## src/hdl/cfsm_pkg.sv

```systemverilog
// Shared types, constants and byte helpers for the case-folding substring matcher.
// No dependencies; imported by every module of the block.
`default_nettype none

package cfsm_pkg;

  // Default sizes handed to the top level parameters.
  localparam int MAX_PATTERN_DEF = 8;
  localparam int TEXT_MAX_DEF    = 256;

  // Width of the configuration register index.
  localparam int CFG_IDX_W = 3;

  // Result queue between the matcher and the output channel.
  localparam int Q_DEPTH = 4;
  localparam int Q_PTR_W = 2;
  localparam int Q_CNT_W = 3;

  typedef enum logic [CFG_IDX_W-1:0] {
    REG_PATTERN_BYTES  = 3'd0,
    REG_PATTERN_LENGTH = 3'd1,
    REG_START_POSITION = 3'd2,
    REG_FOLD_CASE      = 3'd3,
    REG_REPORT_ALL     = 3'd4
  } cfg_reg_t;

  typedef struct packed {
    logic       closing;
    logic       found;
    logic [7:0] match_start;
  } result_t;

  // ASCII upper-case letters map to lower case when folding is on.
  function automatic logic [7:0] fold_byte(input logic [7:0] c, input logic en);
    if (en && c >= 8'h41 && c <= 8'h5A) begin
      return c + 8'h20;
    end
    return c;
  endfunction

  // Pattern character j; characters beyond the eighth read as zero.
  function automatic logic [7:0] pattern_at(input logic [63:0] p, input logic [5:0] j);
    if (j > 6'd7) begin
      return 8'h00;
    end
    return p[{j[2:0], 3'b000} +: 8];
  endfunction

endpackage

`default_nettype wire

```

## src/hdl/cfsm_match_unit.sv

```systemverilog
// Parallel compare of the sliding text window against the configured pattern.
// Depends on cfsm_pkg for the case folding and pattern byte helpers.
`default_nettype none

module cfsm_match_unit import cfsm_pkg::*; #(
  parameter int MAX_PATTERN = MAX_PATTERN_DEF,
  parameter int IDX_W       = (MAX_PATTERN > 1) ? $clog2(MAX_PATTERN) : 1
) (
  input  wire logic [MAX_PATTERN-1:0][7:0] win,        // entry 0 is the newest byte
  input  wire logic [63:0]                 pattern_bytes,
  input  wire logic [IDX_W-1:0]            len_m1,     // effective pattern length minus one
  input  wire logic                        fold_case,
  output logic                             hit
);

  logic [IDX_W-1:0] idx;
  logic [7:0]       pb;

  // Window entry k lines up with pattern character len-1-k.
  always_comb begin
    hit = 1'b1;
    idx = '0;
    pb  = '0;
    for (int k = 0; k < MAX_PATTERN; k++) begin
      if (IDX_W'(k) <= len_m1) begin
        idx = len_m1 - IDX_W'(k);
        pb  = pattern_at(pattern_bytes, 6'(idx));
        if (fold_byte(win[k], fold_case) != fold_byte(pb, fold_case)) begin
          hit = 1'b0;
        end
      end
    end
  end

endmodule

`default_nettype wire

```

## src/hdl/cfsm_out_queue.sv

```systemverilog
// Small result queue taking up to two results a cycle and giving one a beat.
// Depends on cfsm_pkg for the result type and queue sizes.
`default_nettype none

module cfsm_out_queue import cfsm_pkg::*; (
  input  wire logic    clk,
  input  wire logic    rst,
  input  wire logic    push0,     // first result of the item
  input  wire result_t entry0,
  input  wire logic    push1,     // second result, queued behind the first
  input  wire result_t entry1,
  output logic         room2,     // space for two more results
  output logic         out_valid,
  input  wire logic    out_ready,
  output result_t      head
);

  result_t              store [Q_DEPTH];
  logic [Q_PTR_W-1:0]   wr_ptr;
  logic [Q_PTR_W-1:0]   rd_ptr;
  logic [Q_CNT_W-1:0]   count;
  logic [Q_CNT_W-1:0]   count_next;
  logic                 pop;
  logic [Q_CNT_W-1:0]   n_push;

  assign pop       = out_valid && out_ready;
  assign n_push    = Q_CNT_W'(push0) + Q_CNT_W'(push1);
  assign out_valid = (count != '0);
  assign room2     = (count <= Q_CNT_W'(Q_DEPTH - 2));
  assign head      = store[rd_ptr];

  always_comb begin
    count_next = count + n_push - Q_CNT_W'(pop);
  end

  always_ff @(posedge clk) begin
    if (push0) begin
      store[wr_ptr] <= entry0;
      if (push1) begin
        store[wr_ptr + Q_PTR_W'(1)] <= entry1;
      end
    end else if (push1) begin
      store[wr_ptr] <= entry1;
    end
  end

  always_ff @(posedge clk) begin
    if (rst) begin
      wr_ptr <= '0;
      rd_ptr <= '0;
      count  <= '0;
    end else begin
      wr_ptr <= wr_ptr + Q_PTR_W'(n_push);
      if (pop) begin
        rd_ptr <= rd_ptr + Q_PTR_W'(1);
      end
      count <= count_next;
    end
  end

  a_count_bound: assert property (@(posedge clk) disable iff (rst)
    count <= Q_CNT_W'(Q_DEPTH))
    else $error("result queue holds more entries than it has");

  a_count_track: assert property (@(posedge clk) disable iff (rst)
    1'b1 |=> count == $past(count) + $past(n_push) - Q_CNT_W'($past(pop)))
    else $error("result queue count lost track of pushes and pops");

  a_no_overflow: assert property (@(posedge clk) disable iff (rst)
    (push0 && push1) |-> $past(room2) || $past(rst) || room2)
    else $error("two results pushed without room for them");

endmodule

`default_nettype wire

```

## src/hdl/case_folding_substring_matcher.sv

```systemverilog
// Top level of the case-folding substring matcher: configuration, text state and
// match decision. Depends on cfsm_pkg, cfsm_match_unit and cfsm_out_queue.
`default_nettype none

// Usage
//   Text enters on the s_axis channel, one character per beat, with s_axis_tlast
//   on the final character of a text. Results leave on the m_axis channel: a
//   match beat (tlast low) for each reported match, and on the final character a
//   closing beat (tlast high) that says whether any match was seen and where the
//   first one started. Registers are written through the cfg channel, which is
//   always ready; the user must write them only while the block is idle, and
//   the block itself does not enforce this. Latency: results of a character
//   are offered on m_axis in the cycle after its beat if no earlier results
//   wait in the queue. Throughput: one character per cycle; the only limit is
//   the four-entry result queue, which takes a character only while it has
//   room for two results, so a character with a match and closing result costs
//   one extra output beat. When the receiver stalls, results wait in the queue
//   and s_axis_tready falls once fewer than two entries are free; nothing is dropped.
//   Reset (rst, synchronous) restores the register defaults (pattern zero,
//   length one, start position zero, case folding on, first match only), empties
//   the queue and clears the window, position and match summary. The same text
//   state is cleared after every closing result.
module case_folding_substring_matcher import cfsm_pkg::*; #(
  parameter int MAX_PATTERN = MAX_PATTERN_DEF,
  parameter int TEXT_MAX    = TEXT_MAX_DEF
) (
  input  wire logic                 clk,
  input  wire logic                 rst,
  // Text input
  input  wire logic                 s_axis_tvalid,
  output logic                      s_axis_tready,
  input  wire logic [7:0]           s_axis_tdata,   // [7:0] text_byte
  input  wire logic                 s_axis_tlast,   // text_end
  // Results
  output logic                      m_axis_tvalid,
  input  wire logic                 m_axis_tready,
  output logic [15:0]               m_axis_tdata,   // [7:0] match_start, [8] found, [15:9] zero
  output logic                      m_axis_tlast,   // closing
  // Register writes
  input  wire logic                 cfg_valid,
  output logic                      cfg_ready,
  input  wire logic [CFG_IDX_W-1:0] cfg_index,
  input  wire logic [63:0]          cfg_data
);

  localparam int IDX_W  = (MAX_PATTERN > 1) ? $clog2(MAX_PATTERN) : 1;
  localparam int FILL_W = $clog2(MAX_PATTERN + 1);
  localparam int POS_W  = $clog2(TEXT_MAX + 1);

  // Configuration registers.
  logic [63:0] pattern_bytes;
  logic [3:0]  pattern_length;
  logic [7:0]  earliest_start;
  logic        fold_case;
  logic        report_all;

  // Text state.
  logic [MAX_PATTERN-1:0][7:0] window;
  logic [MAX_PATTERN-1:0][7:0] window_next;
  logic [POS_W-1:0]            position_count;
  logic [POS_W-1:0]            position_next;
  logic [FILL_W-1:0]           window_fill;
  logic [FILL_W-1:0]           fill_next;
  logic                        any_found;
  logic [7:0]                  first_start;

  logic                        in_beat;
  logic [IDX_W-1:0]            len_m1;
  logic [POS_W-1:0]            match_pos;
  logic                        hit;
  logic                        eligible;
  logic                        emit;
  result_t                     match_res;
  result_t                     close_res;
  logic                        room2;
  result_t                     head;

  assign cfg_ready = 1'b1;
  assign in_beat   = s_axis_tvalid && s_axis_tready;
  assign s_axis_tready = room2;

  always_ff @(posedge clk) begin
    if (rst) begin
      pattern_bytes  <= '0;
      pattern_length <= 4'd1;
      earliest_start <= '0;
      fold_case      <= 1'b1;
      report_all     <= 1'b0;
    end else if (cfg_valid) begin
      unique case (cfg_index)
        REG_PATTERN_BYTES:  pattern_bytes  <= cfg_data;
        REG_PATTERN_LENGTH: pattern_length <= cfg_data[3:0];
        REG_START_POSITION: earliest_start <= cfg_data[7:0];
        REG_FOLD_CASE:      fold_case      <= cfg_data[0];
        REG_REPORT_ALL:     report_all     <= cfg_data[0];
        default: ;
      endcase
    end
  end

  // Effective pattern length minus one: zero counts as one, and lengths beyond
  // the window are cut to the window depth.
  always_comb begin
    if (pattern_length == 4'd0) begin
      len_m1 = '0;
    end else if (32'(pattern_length) > MAX_PATTERN) begin
      len_m1 = IDX_W'(MAX_PATTERN - 1);
    end else begin
      len_m1 = IDX_W'(pattern_length - 4'd1);
    end
  end

  // The new character enters at entry 0 and the oldest drops out.
  always_comb begin
    window_next[0] = s_axis_tdata;
    for (int i = 1; i < MAX_PATTERN; i++) begin
      window_next[i] = window[i-1];
    end
  end

  assign fill_next = (32'(window_fill) < MAX_PATTERN) ? window_fill + FILL_W'(1)
                                                      : window_fill;
  assign position_next = (32'(position_count) < TEXT_MAX) ? position_count + POS_W'(1)
                                                          : position_count;

  // Start of the candidate match ending at the new character.
  assign match_pos = position_count - POS_W'(len_m1);

  cfsm_match_unit #(
    .MAX_PATTERN (MAX_PATTERN),
    .IDX_W       (IDX_W)
  ) u_match (
    .win           (window_next),
    .pattern_bytes (pattern_bytes),
    .len_m1        (len_m1),
    .fold_case     (fold_case),
    .hit           (hit)
  );

  // A match counts only inside the text bound, once enough characters of this
  // text have arrived, and not before the configured start position.
  assign eligible = hit
                 && (32'(position_count) < TEXT_MAX)
                 && (32'(fill_next) > 32'(len_m1))
                 && (32'(match_pos) >= 32'(earliest_start));
  assign emit = eligible && (report_all || !any_found);

  always_comb begin
    match_res.closing     = 1'b0;
    match_res.found       = 1'b1;
    match_res.match_start = 8'(match_pos);
    close_res.closing     = 1'b1;
    close_res.found       = any_found || eligible;
    if (any_found) begin
      close_res.match_start = first_start;
    end else if (eligible) begin
      close_res.match_start = 8'(match_pos);
    end else begin
      close_res.match_start = 8'd0;
    end
  end

  always_ff @(posedge clk) begin
    if (rst) begin
      window         <= '0;
      position_count <= '0;
      window_fill    <= '0;
      any_found      <= 1'b0;
      first_start    <= '0;
    end else if (in_beat) begin
      if (s_axis_tlast) begin
        // The closing result ends the text; start afresh for the next one.
        window         <= '0;
        position_count <= '0;
        window_fill    <= '0;
        any_found      <= 1'b0;
        first_start    <= '0;
      end else begin
        window         <= window_next;
        position_count <= position_next;
        window_fill    <= fill_next;
        if (eligible && !any_found) begin
          any_found   <= 1'b1;
          first_start <= 8'(match_pos);
        end
      end
    end
  end

  cfsm_out_queue u_queue (
    .clk       (clk),
    .rst       (rst),
    .push0     (in_beat && emit),
    .entry0    (match_res),
    .push1     (in_beat && s_axis_tlast),
    .entry1    (close_res),
    .room2     (room2),
    .out_valid (m_axis_tvalid),
    .out_ready (m_axis_tready),
    .head      (head)
  );

  assign m_axis_tdata = {7'd0, head.found, head.match_start};
  assign m_axis_tlast = head.closing;

  a_text_cleared: assert property (@(posedge clk) disable iff (rst)
    (in_beat && s_axis_tlast) |=> (position_count == '0) && (window_fill == '0)
                                  && !any_found)
    else $error("text state not cleared after the final character");

  a_found_sticky: assert property (@(posedge clk) disable iff (rst)
    $fell(any_found) |-> $past(in_beat && s_axis_tlast) || $past(rst))
    else $error("match summary dropped in the middle of a text");

  a_fill_bound: assert property (@(posedge clk) disable iff (rst)
    (32'(window_fill) <= MAX_PATTERN) && (32'(position_count) <= TEXT_MAX))
    else $error("window fill or position passed its bound");

endmodule

`default_nettype wire
```

## config.mk

```make
export PLATFORM = sky130hd
export DESIGN_NAME = case_folding_substring_matcher
export DESIGN_NICKNAME = d
export VERILOG_FILES = /design/src/hdl/cfsm_pkg.sv /design/src/hdl/cfsm_match_unit.sv /design/src/hdl/cfsm_out_queue.sv /design/src/hdl/case_folding_substring_matcher.sv
export SDC_FILE = /design/constraint.sdc
export NUM_CORES = 1
export LEC_CHECK = 0
export BUFFER_PORTS_ARGS = -buffer_cell sky130_fd_sc_hd__buf_2
export CAP_MARGIN = 20
export CORE_ASPECT_RATIO = 2
export CORE_MARGIN = 4
export CORE_UTILIZATION = 45
export DETAILED_ROUTE_END_ITERATION = 16
export PLACE_DENSITY_LB_ADDON = 0.3
export RECOVER_POWER = 100
export SYNTH_ARGS = -nofsm -noshare
export SYNTH_HDL_FRONTEND = slang
export SYNTH_HIERARCHICAL = 1
export SYNTH_SLANG_ARGS = --single-unit
export TNS_END_PERCENT = 30
```

## constraint.sdc

```tcl
create_clock -name clk -period 9.9 [get_ports clk]
set_clock_uncertainty 0.05 [all_clocks]
set_input_delay 0.495 -clock clk [delete_from_list [all_inputs] [get_ports clk]]
set_output_delay 0.495 -clock clk [all_outputs]
set_load 0.01 [all_outputs]
```

==> results by group, run 1 <==
Placement
  – DP Wirelength: ~34 mm
  – Routability congestion estimate: 0.991
  – Cells after DPL: around 2,000
  – DP Area: approximately 15,000 µm²
  – I/O Buffers: roughly 90

Setup path
  – Most Frequent Cell on Critical Path: inv_1
  – RR Endpoint: u_queue/store[3][4]$_DFFE_PP_
  – Worst path slowest cell: a31oi_1
  – Req. time, crit path: just over 10,000 ps
  – Crit path kind: reg2reg
  – Worst r2r src: pattern_length[0]$_SDFFE_PP1P_
  – Reg2reg setup slack: between 900 and 1000 ps
  – Critical Path Max Stage Delay: 1030 ps
  – R2R depth: 27
  – Critical path startpoint category: flip-flop
  – CP max FO: 34
  – Crit end category: flip-flop
  – Crit path arrival time: between 9000 and 10,000 ps

Logic synthesis
  – Count of cell types in the netlist: between 80 and 90
  – Seq/Total Area, Yosys: 0.309
  – Post-synth EDFFs: 40
  – Post-synthesis cell count: ~1,500
  – YS warnings: 6
  – Seq cells post-synth: ~200
  – Most common flop cell mapped by yosys: dfxtp_1
  – Synth Area per Inst: between 9 and 10 µm²
  – Synthesized cell area: between 10,000 and 15,000 µm²
  – Async set or reset register ratio after synthesis: 0

Timing
  – Final setup violation count: 0
  – Hold slack final: between 100 and 150 ps
  – Setup TNS Final: 0 ps
  – Relative slew slack: -1.31
  – Period utilisation layout: 0.905
  – Min Tclk post-route: between 8000 and 9000 ps
  – Fmax: between 100 and 150 MHz
  – RSZ-0062 raised after global routing: false
  – Slew Viols, Final: 161
  – Endpoints failing hold: 0
  – Least-Margin Pin Slew: roughly 3500 ps

Detailed routing
  – Wirelength per Cell: between 20 and 25 µm
  – DRT Wirelength: between 40 and 50 mm
  – Vias: approximately 12,000
  – Via-per-instance ratio: between 6 and 7
  – First-pass iteration count of the detailed router: 5
  – Post-DRT Antenna Nets: 0
  – First-iteration detailed-routing DRC count: about 820
  – DRC: 0

Clock network
  – Clock Latency Late Sink: 530 ps
  – Max Root-Sink Buffers: 3
  – Clock sinks: a little over 200
  – Setup repair bufs after CTS: 0
  – Hold Buf Count CTS: 0
  – Root buf cell: clkbuf_16
  – Num CTS Buffers: 20
  – CTS tree: built
  – H-tree Lvls: 1
  – Cts repair resizes: 0
  – Reg clk slew, reported paths: roughly 70 ps

Power and ir drop
  – Logic gate share of total power: 0.248
  – Leak: roughly 0.0056 µW
  – Flop pwr share: 0.421
  – VDD IR max: 119 µV
  – Power per cell area: about 140 nW/µm²
  – Clock share of power: 0.331
  – Net Sw Power: slightly above 700 µW
  – Switching Fraction: 0.315
  – Internal: between 1500 and 2000 µW

Global routing
  – First-pass GRT wire length: just under 70 mm
  – GRT Util Overall: 0.245
  – Initial antenna violation count: 0
  – Largest net degree at the start of global routing: 82
  – Grt ovf: 0
  – Vias in the first global route: around 12,000

Die
  – IO Pins: around 100
  – Core area: 31,800 µm²
  – Initial Util: 0.458
  – Rows: 92
  – Die X-Extent: 135 µm
  – Die area: ~35,000 µm²
  – Die H: 262 µm

Run status
  – Outcome: finished with violations
  – Failing checks: max-capacitance violations, max-slew violations

Layout
  – Nets: 1,713
  – Design area: about 16,000 µm²
  – Non-Filler Instances: just over 2,000
  – Share of layout cells above drive strength 1: 0.185
  – Number of diodes: 0
  – Area growth from synthesis to layout: 8.61%

Min path
  – Hold_sp: cfg_data[15]
  – Type of the worst min-delay path: in2reg
  – Worst Hold Path Cells: 3
  – Worst hold path endpoint: pattern_bytes[15]$_SDFFE_PP0P_

Run
  – MaxCap Viol Count: 2
-- sequential cells by signal, indices dropped and copies added (netlist names), named ones only --
| signal | count |
|---|---|
| position_count | 9 |
| u_queue/count | 3 |
| u_queue/store | 40 |
| fold_case | 1 |
| first_start | 8 |
| window_fill | 4 |
| report_all | 1 |
| any_found | 1 |
| u_queue/rd_ptr | 2 |
| u_queue/wr_ptr | 2 |
| window | 56 |
| earliest_start | 8 |
| pattern_bytes | 64 |
| pattern_length | 4 |
-- power by group through the flow --
| stage | clock network [µW] | logic, µW | registers, µW |
|---|---|---|---|
| finish | 750 | 563 | 956 |
| global route | 800 | 616 | 962 |
| CTS | 770 | 576 | 957 |
| detailed placement | 0 | 574 | 976 |
| global placement | 0 | 562 | 974 |
| floorplan | 0 | 444 | 943 |
-- kinds of logic (layout without fill, tap and decap cells) --
kind of cell / after synthesis / count (layout) / synth area share
fa+ha+maj: 54 / 54 / 0.0474
flops: 205 / 205 / 0.309
xor+xnor: 80 / 80 / 0.0506
simple gates: 500 / 500 / 0.167
other cells: 2 / 20 / 0.000516
mux: 241 / 241 / 0.251
compound gates: 285 / 285 / 0.123
buf+inv: 163 / 206 / 0.0509
-- final cells by class --
| cell class | instances | area [µm²] |
|---|---|---|
| clock buffer | 27 | 541 |
| clock inverter | 8 | 82.6 |
| fill | 3032 | 16000 |
| inverter | 60 | 226 |
| multi-input combinational | 1180 | 9350 |
| sequential | 205 | 4500 |
| tap | 423 | 529 |
| timing repair buffer | 111 | 584 |
-- layout by cell type, fill, tap and decap left out, drive strengths merged, types with 6 or more instances in the layout --
cell type / count
nand2: 244
dfxtp: 165
a21oi: 153
buf: 94
mux2i: 90
mux4: 89
nor2: 69
mux2: 62
inv: 60
nand3b: 57
ha: 52
clkbuf: 44
xnor2: 43
edfxtp: 40
xor2: 35
o21ai: 26
nor3: 25
conb: 20
a31oi: 20
nor2b: 16
nand3: 15
nand4: 13
o31ai: 10
or4: 9
nor4: 9
or3: 9
and3: 8
a21o: 7
o211ai: 7
nor3b: 7
clkinv: 7
o21a: 6
and2: 6
-- metal layers --
layer / up-vias / routed length, µm / global-route usage
met1: 5938 / 14100 / 0.235
met4: 0 / 4150 / 0.188
met5: - / 0 / 0
li1: 5647 / - / -
met2: 433 / 23900 / 0.460
met3: 180 / 2070 / 0.0293
-- synthesized netlist by cell type, types with 7 or more instances --
cell	count	area share
nor3_1	24	0.0082
nor3b_1	7	0.0036
buf_4	13	0.0067
a21oi_1	153	0.053
nand3_1	15	0.0052
nor4_1	8	0.0034
o211ai_1	7	0.0036
nor2_1	68	0.018
mux2i_1	87	0.060
and3_1	8	0.0034
xnor2_1	42	0.025
o31ai_1	10	0.0052
ha_1	52	0.045
a31oi_1	17	0.0073
or3_1	8	0.0034
nor2b_1	16	0.0069
nand4_1	13	0.0056
or4_1	9	0.0046
buf_1	10	0.0026
dfxtp_1	165	0.23
nand2_1	244	0.063
o21ai_0	23	0.0079
clkbuf_1	53	0.014
edfxtp_1	40	0.082
xor2_1	35	0.021
buf_2	21	0.0072
mux4_2	84	0.13
inv_1	54	0.014
mux2_2	58	0.045
nand3b_1	57	0.029
-- how the worst max path moves through the flow --
stage                                          endpoint                      startpoint
after floorplan             u_queue/count[2]$_SDFF_PP0_  pattern_length[0]$_SDFFE_PP1P_
after global placement      u_queue/count[2]$_SDFF_PP0_  pattern_length[0]$_SDFFE_PP1P_
after detailed placement    u_queue/count[2]$_SDFF_PP0_  pattern_length[0]$_SDFFE_PP1P_
after CTS                   u_queue/count[2]$_SDFF_PP0_  pattern_length[0]$_SDFFE_PP1P_
after global routing        u_queue/count[2]$_SDFF_PP0_  pattern_length[0]$_SDFFE_PP1P_
final                     u_queue/store[3][4]$_DFFE_PP_  pattern_length[0]$_SDFFE_PP1P_
-- worst max-delay path: cells and delay by family (launching register included) --
| family | cells | cell delay [ps] |
|---|---|---|
| mux | 4 | 1590 |
| simple gates | 6 | 1380 |
| buf+inv | 8 | 1350 |
| flops | 1 | 350 |
| fa+ha+maj | 3 | 1160 |
| compound gates | 6 | 2800 |
-- stage by stage --
stage               power (µW)  setup slack, ps   util
floorplan                 1390             2160      -
global placement          1540             1570  0.480
detailed placement        1550             1340  0.480
CTS                       2300             1280  0.500
global route              2380              381  0.498
finish                    2270              937  0.498
(Power assumes the default switching activity.)
==> run 2, diff against run 1 <==
--- a/config.mk
+++ b/config.mk
@@ -15,6 +15,5 @@
 export RECOVER_POWER = 100
 export SYNTH_ARGS = -nofsm -noshare
 export SYNTH_HDL_FRONTEND = slang
-export SYNTH_HIERARCHICAL = 1
 export SYNTH_SLANG_ARGS = --single-unit
 export TNS_END_PERCENT = 30
==> results by group, run 2 <==
Power and ir drop
  – Power per cell area: 145 nW/µm² (+1.0%)
  – Leak: 0.00631 µW (+14%)
  – VDD IR max: 132 µV (+11%)

Setup path
  – Crit path kind: reg2reg
  – Crit path arrival time: 8490 ps (-700 ps)
  – Critical path startpoint category: flip-flop
  – Req. time, crit path: 10,240 ps (+120 ps)
  – Reg2reg setup slack: 1740 ps (+810 ps)
  – CP max FO: 33 (-2.9%)
  – Crit end category: flip-flop

Logic synthesis
  – Area share of the largest cell type after synthesis: 0.224 (-0.00272)
  – Most common flop cell mapped by yosys: dfxtp_1
  – Count of cell types in the netlist: 88 (+2.3%)
  – Synth cell count leaders: 257 x nand2_1, 185 x a21oi_1, 169 x dfxtp_1, 124 x nor2_1, 81 x clkbuf_1
  – Seq cells post-synth: 205 (unchanged)
  – Synth Area per Inst: 8.43 µm² (-11%)
  – Synth area leader: dfxtp_1
  – Post-synth EDFFs: 36 (-10%)
  – Post-synthesis cell count: 1,790 (+17%)
  – Async set or reset register ratio after synthesis: 0 (unchanged)
  – Most frequent cell after synthesis: nand2_1
  – Synth top area cells: dfxtp_1 22%, mux4_2 8.2%, edfxtp_1 7.2%
  – Seq/Total Area, Yosys: 0.296 (-0.0136)
  – Synthesized cell area: 15,100 µm² (+3.7%)
  – YS warnings: 0 (-6)

Detailed routing
  – Post-DRT Antenna Nets: 0 (unchanged)
  – Wirelength per Cell: 27.8 µm (+27%)
  – Vias: 14,589 (+20%)
  – Via-per-instance ratio: 6.43 (+6.1%)
  – DRT Wirelength: 63.1 mm (+43%)
  – First-pass iteration count of the detailed router: 6 (+1)
  – First-iteration detailed-routing DRC count: 1,173 (+43%)
  – DRC: 0 (unchanged)

Placement
  – Routability congestion estimate: 1.08 (+9.2%)
  – I/O Buffers: 92 (unchanged)
  – Pre-CTS setup slack: 2390 ps (+1050 ps)
  – DP Wirelength: 48.6 mm (+44%)

Timing
  – PnR worst setup slack: 1740 ps (+807 ps)
  – Setup TNS Final: 0 ps (unchanged)
  – Endpoints failing hold: 0 (unchanged)
  – Final setup violation count: 0 (unchanged)
  – Relative slew slack: -1.51 (-0.202)
  – Min Tclk post-route: 8160 ps (-807 ps)
  – Period utilisation layout: 0.824 (-0.0815)
  – Least-Margin Pin Slew: 3770 ps (+303 ps)
  – RSZ-0062 raised after global routing: false
  – Fmax: 123 MHz (+9.9%)
  – Slew Viols, Final: 152 (-5.6%)

Die
  – Die X-Extent: 138 µm (+1.7%)
  – Die area: 36,700 µm² (+3.5%)
  – Core area: 33,000 µm² (+4.0%)
  – Die H: 267 µm (+1.8%)
  – Initial Util: 0.457 (-0.00157)
  – Rows: 94 (+2.2%)
  – IO Pins: 101 (unchanged)

Global routing
  – Largest net degree at the start of global routing: 85 (+3.7%)
  – First-pass GRT wire length: 93.1 mm (+35%)
  – GRT Util Overall: 0.343 (+0.0981)
  – Grt ovf: 0 (unchanged)
  – Vias in the first global route: 14,740 (+20%)
  – Initial antenna violation count: 2 (+2)

Clock network
  – Setup repair bufs after CTS: 0 (unchanged)
  – Num CTS Buffers: 21 (+5.0%)
  – Clock Latency Late Sink: 520 ps (about the same)
  – Max Root-Sink Buffers: 3 (unchanged)
  – H-tree Lvls: 1 (unchanged)
  – CTS tree: built
  – Hold Buf Count CTS: 0 (unchanged)
  – Cts repair resizes: 0 (unchanged)
  – Reg clk slew, reported paths: 60 ps (about the same)
  – Clock sinks: 205 (unchanged)
  – Root buf cell: clkbuf_16

Min path
  – Type of the worst min-delay path: in2reg

Run
  – MaxCap Viol Count: 2 (unchanged)

Run status
  – Failing checks: max-capacitance violations, max-slew violations
  – Outcome: finished with violations

Layout
  – Largest registers: pattern_bytes x64, window x56, u_queue.store x40
  – Share of layout cells above drive strength 1: 0.124 (-0.0613)
  – Commonest cells after routing, fill and taps aside: 255 x nand2_1, 185 x a21oi_1, 169 x dfxtp_1
  – Biggest register: pattern_bytes
  – Nets: 1,956 (+14%)
  – Commonest non-fill, non-tap cell in the layout: nand2_1
  – Area growth from synthesis to layout: 9.35%
  – Max reg flops: 64 (unchanged)
run 2: kinds of logic after synthesis:
| group | Yosys count | synth area share |
|---|---|---|
| other | 2 | 0.000497 |
| muxes | 130 | 0.132 |
| adders and majority gates | 56 | 0.0468 |
| buffers and inverters | 200 | 0.0554 |
| xor gates and xnor gates | 86 | 0.0508 |
| and+or+nand+nor | 639 | 0.211 |
| DFF | 205 | 0.296 |
| AOI/OAI and AO/OA | 472 | 0.208 |
run 2: cell type report:
type                       instances  area, µm²
tap                              432        541
sequential                       205       4460
inverter                          78        295
clock inverter                    12        115
timing repair buffer             126        707
clock buffer                      25        551
multi-input combinational       1391       9830
antenna                            1       2.50
fill                            3225      16500
run 2: path summary, 6_finish.rpt:
kind,startpoint,end,depth (start not counted)
worst min-delay path,cfg_data[8],pattern_bytes[8]$_SDFFE_PP0P_,3
worst max-delay path,pattern_length[0]$_SDFFE_PP1P_,u_queue.store[3][3]$_DFFE_PP_,25
worst max register to register,pattern_length[0]$_SDFFE_PP1P_,u_queue.store[3][3]$_DFFE_PP_,25
worst min register to register,window[55]$_SDFFE_PP0P_,window[55]$_SDFFE_PP0P_,2
run 2: power by group:
part	total (µW)	switching, µW	internal, µW
clock	796	347	449
combinational	636	405	231
sequential	960	68.9	892
run 2: worst max-delay path, cell delays in order, from the launching register on:
cell and delay, ps:
dfxtp_1 310, buf_4 310, inv_1 250, ha_1 340, buf_4 230, nand2b_1 310
a21o_1 280, buf_4 250, ha_1 250, xnor2_1 1040, mux4_2 690, inv_1 130
ha_1 250, nand2b_1 140, o21ai_0 150, nand4_1 100, o31a_1 330, nor4_1 470
nand4_1 290, a21oi_1 250, ha_1 300, nor2_1 110, a21oi_1 190, nand2_1 120
nor4_2 590, a221o_1 270
run 2: metal layers:
metal,global-route usage,part of all wire,up-vias
met5,0,0.00021,-
met4,0.352,0.13,2
met3,0.0732,0.064,346
met2,0.606,0.51,637
met1,0.303,0.29,6970
li1,-,-,6634
run 2: metrics by stage:
stage	util	hold slack, ps	cells	cell area [µm²]	power, µW
CTS	0.500	147	2268	16500	2390
finish	0.499	158	2270	16500	2390
floorplan	-	390	1796	15100	1370
global route	0.499	160	2269	16500	2490
detailed placement	0.480	418	2231	15900	1600
global placement	0.480	418	2231	15900	1590
==> run 3, diff against run 2 <==
==> constraint.sdc (replaced) <==
create_clock -name clk -period 8.11 [get_ports clk]
set_clock_uncertainty 0.05 [all_clocks]
set_input_delay 0.4055 -clock clk [delete_from_list [all_inputs] [get_ports clk]]
set_output_delay 0.4055 -clock clk [all_outputs]
set_load 0.01 [all_outputs]
==> results by group, run 3 (same netlist as run 2, synthesis figures left out) <==
Run status
  – Outcome: finished with violations
  – Failing checks: max-capacitance violations, max-slew violations

Detailed routing
  – First-pass iteration count of the detailed router: 6 (unchanged)
  – Vias: 14,430 (-1.1%)
  – Via-per-instance ratio: 6.37 (-0.83%)
  – Post-DRT Antenna Nets: 0 (unchanged)
  – Wirelength per Cell: 26.8 µm (-3.4%)
  – DRC: 0 (unchanged)
  – First-iteration detailed-routing DRC count: 1,098 (-6.4%)
  – DRT Wirelength: 60.8 mm (-3.6%)

Layout
  – Largest registers: pattern_bytes x64, window x56, u_queue.store x40
  – Fill cells: 3,222 (-0.093%)
  – Sequential Area: 4460 µm² (unchanged)
  – Number of diodes: 0 (-1)
  – Area growth from synthesis to layout: 9.28% (about the same)
  – Biggest register: pattern_bytes
  – Commonest cells after routing, fill and taps aside: 255 x nand2_1, 185 x a21oi_1, 169 x dfxtp_1
  – Share of layout cells above drive strength 1: 0.124 (-0.000207)
  – Non-Filler Instances: 2,264 (-0.26%)
  – Commonest non-fill, non-tap cell in the layout: nand2_1
  – Max reg flops: 64 (unchanged)
  – Nets: 1,951 (-0.26%)
  – Multi-input logic area: 9840 µm² (+0.11%)
  – Design area: 16,500 µm² (about the same)

Die
  – Die area: 36,700 µm² (unchanged)
  – IO Pins: 101 (unchanged)
  – Die X-Extent: 138 µm (unchanged)
  – Core area: 33,000 µm² (unchanged)
  – Die H: 267 µm (unchanged)
  – Initial Util: 0.457 (unchanged)
  – Rows: 94 (unchanged)

Clock network
  – Reg clk slew, reported paths: 70 ps (about the same)
  – Cts repair resizes: 0 (unchanged)
  – Hold Buf Count CTS: 0 (unchanged)
  – CTS tree: built
  – Max Root-Sink Buffers: 3 (unchanged)
  – Setup repair bufs after CTS: 0 (unchanged)
  – H-tree Lvls: 1 (unchanged)
  – Num CTS Buffers: 20 (-4.8%)
  – Clock sinks: 205 (unchanged)
  – Clock Latency Late Sink: 530 ps (about the same)
  – Root buf cell: clkbuf_16

Placement
  – DP Wirelength: 47.6 mm (-2.1%)
  – I/O Buffers: 92 (unchanged)
  – Cells after DPL: 2,228 (-0.13%)
  – Routability congestion estimate: 1.10 (+2.0%)
  – DP Area: 15,800 µm² (about the same)

Global routing
  – Initial antenna violation count: 0 (-2)
  – Grt ovf: 0 (unchanged)
  – First-pass GRT wire length: 89.9 mm (-3.5%)
  – GRT Util Overall: 0.330 (-0.0135)
  – Largest net degree at the start of global routing: 85 (unchanged)
  – Vias in the first global route: 14,435 (-2.1%)

Setup path
  – Crit end category: flip-flop
  – Crit path arrival time: 7840 ps (-650 ps)
  – CP max FO: 30 (-9.1%)
  – Crit path kind: reg2reg
  – R2R depth: 24 (-4.0%)
  – Critical path startpoint category: flip-flop
  – Req. time, crit path: 8440 ps (-1800 ps)

Power and ir drop
  – VDD IR max: 154 µV (+17%)
  – Switching Fraction: 0.333 (-0.0101)
  – Clock share of power: 0.343 (+0.010)
  – Net Sw Power: 960 µW (+17%)
  – Flop pwr share: 0.403 (+0.002)
  – Logic gate share of total power: 0.254 (-0.012)
  – Internal: 1920 µW (+22%)
  – Power per cell area: 175 nW/µm² (+21%)
  – Leak: 0.00632 µW (+0.14%)

Min path
  – Type of the worst min-delay path: in2reg
  – Worst Hold Path Cells: 3 (unchanged)

Timing
  – Least-Margin Pin Slew: 3810 ps (+38.7 ps)
  – Endpoints failing hold: 0 (unchanged)
  – Slew Viols, Final: 217 (+43%)
  – Final setup violation count: 0 (unchanged)
  – Relative slew slack: -1.54 (-0.0258)
  – Period utilisation layout: 0.926 (+0.102)
  – Min Tclk post-route: 7510 ps (-645 ps)
  – Fmax: 133 MHz (+8.6%)
  – Setup TNS Final: 0 ps (unchanged)
  – RSZ-0062 raised after global routing: false

Run
  – MaxCap Viol Count: 3 (+1)
==> run 3: changes by cell type in the layout (fill, tap and decap cells not counted), moves of 2 or more <==
cell / delta
clkinvlp_4: -3
buf_4: -5
inv_6: +2
clkinv_1: -2
clkinvlp_2: -2
clkbuf_8: +2
==> run 3: power by group through the flow <==
stage	combinational (µW)	clock [µW]	sequential, µW
after floorplan	541	0	1140
after global placement	721	0	1180
after detailed placement	733	0	1190
after CTS	735	1010	1160
after global routing	802	1050	1170
final	731	989	1160
==> run 3: layer usage <==
metal | GRT usage | wire (µm)
met1 | 0.297 | 18500
met2 | 0.602 | 31900
met3 | 0.0528 | 2970
met4 | 0.310 | 7360
met5 | 0 | 0
==> run 3: critical path: stages (launching register included) <==
cell and delay, ps:
dfxtp_1 340, inv_2 110, ha_1 350, nand2b_1 160, maj3_2 530, inv_4 300
ha_1 310, xnor2_2 810, mux4_2 660, inv_1 140, ha_1 260, nand2b_1 150
o21ai_0 160, nand4_1 110, o31a_1 320, nor4_1 360, buf_4 190, nand4_1 180
a21oi_1 220, ha_1 280, inv_1 120, o21ai_0 190, nand2_1 130, nor2_1 660
a221o_1 280
==> run 3: stage by stage <==
step / setup slack (ps) / power (µW) / hold slack, ps / utilization
2_1_floorplan: 970 / 1680 / 390 / -
3_3_place_gp: 830 / 1900 / 416 / 0.479
3_5_place_dp: 662 / 1920 / 426 / 0.479
4_1_cts: 634 / 2900 / 50.0 / 0.500
5_1_grt: 102 / 3020 / 50.9 / 0.499
6_report: 599 / 2880 / 60.7 / 0.499
==> run 3: cell type report <==
cell class | instances | area share
Timing Repair Buffer | 122 | 0.0408
Clock inverter | 8 | 0.00470
Tap cell | 432 | 0.0328
Sequential cell | 205 | 0.271
Clock buffer | 28 | 0.0366
Multi-Input combinational cell | 1391 | 0.597
Inverter | 78 | 0.0179
==> run 3: path summary, 6_finish.rpt <==
kind | from | slack [ps] | endpoint
worst max-delay path | pattern_length[0]$_SDFFE_PP1P_ | 600 | u_queue.store[3][3]$_DFFE_PP_
worst max register to register | pattern_length[0]$_SDFFE_PP1P_ | 600 | u_queue.store[3][3]$_DFFE_PP_
worst min register to register | window[46]$_SDFFE_PP0P_ | 450 | window[46]$_SDFFE_PP0P_
worst min-delay path | cfg_data[53] | 60 | pattern_bytes[53]$_SDFFE_PP0P_
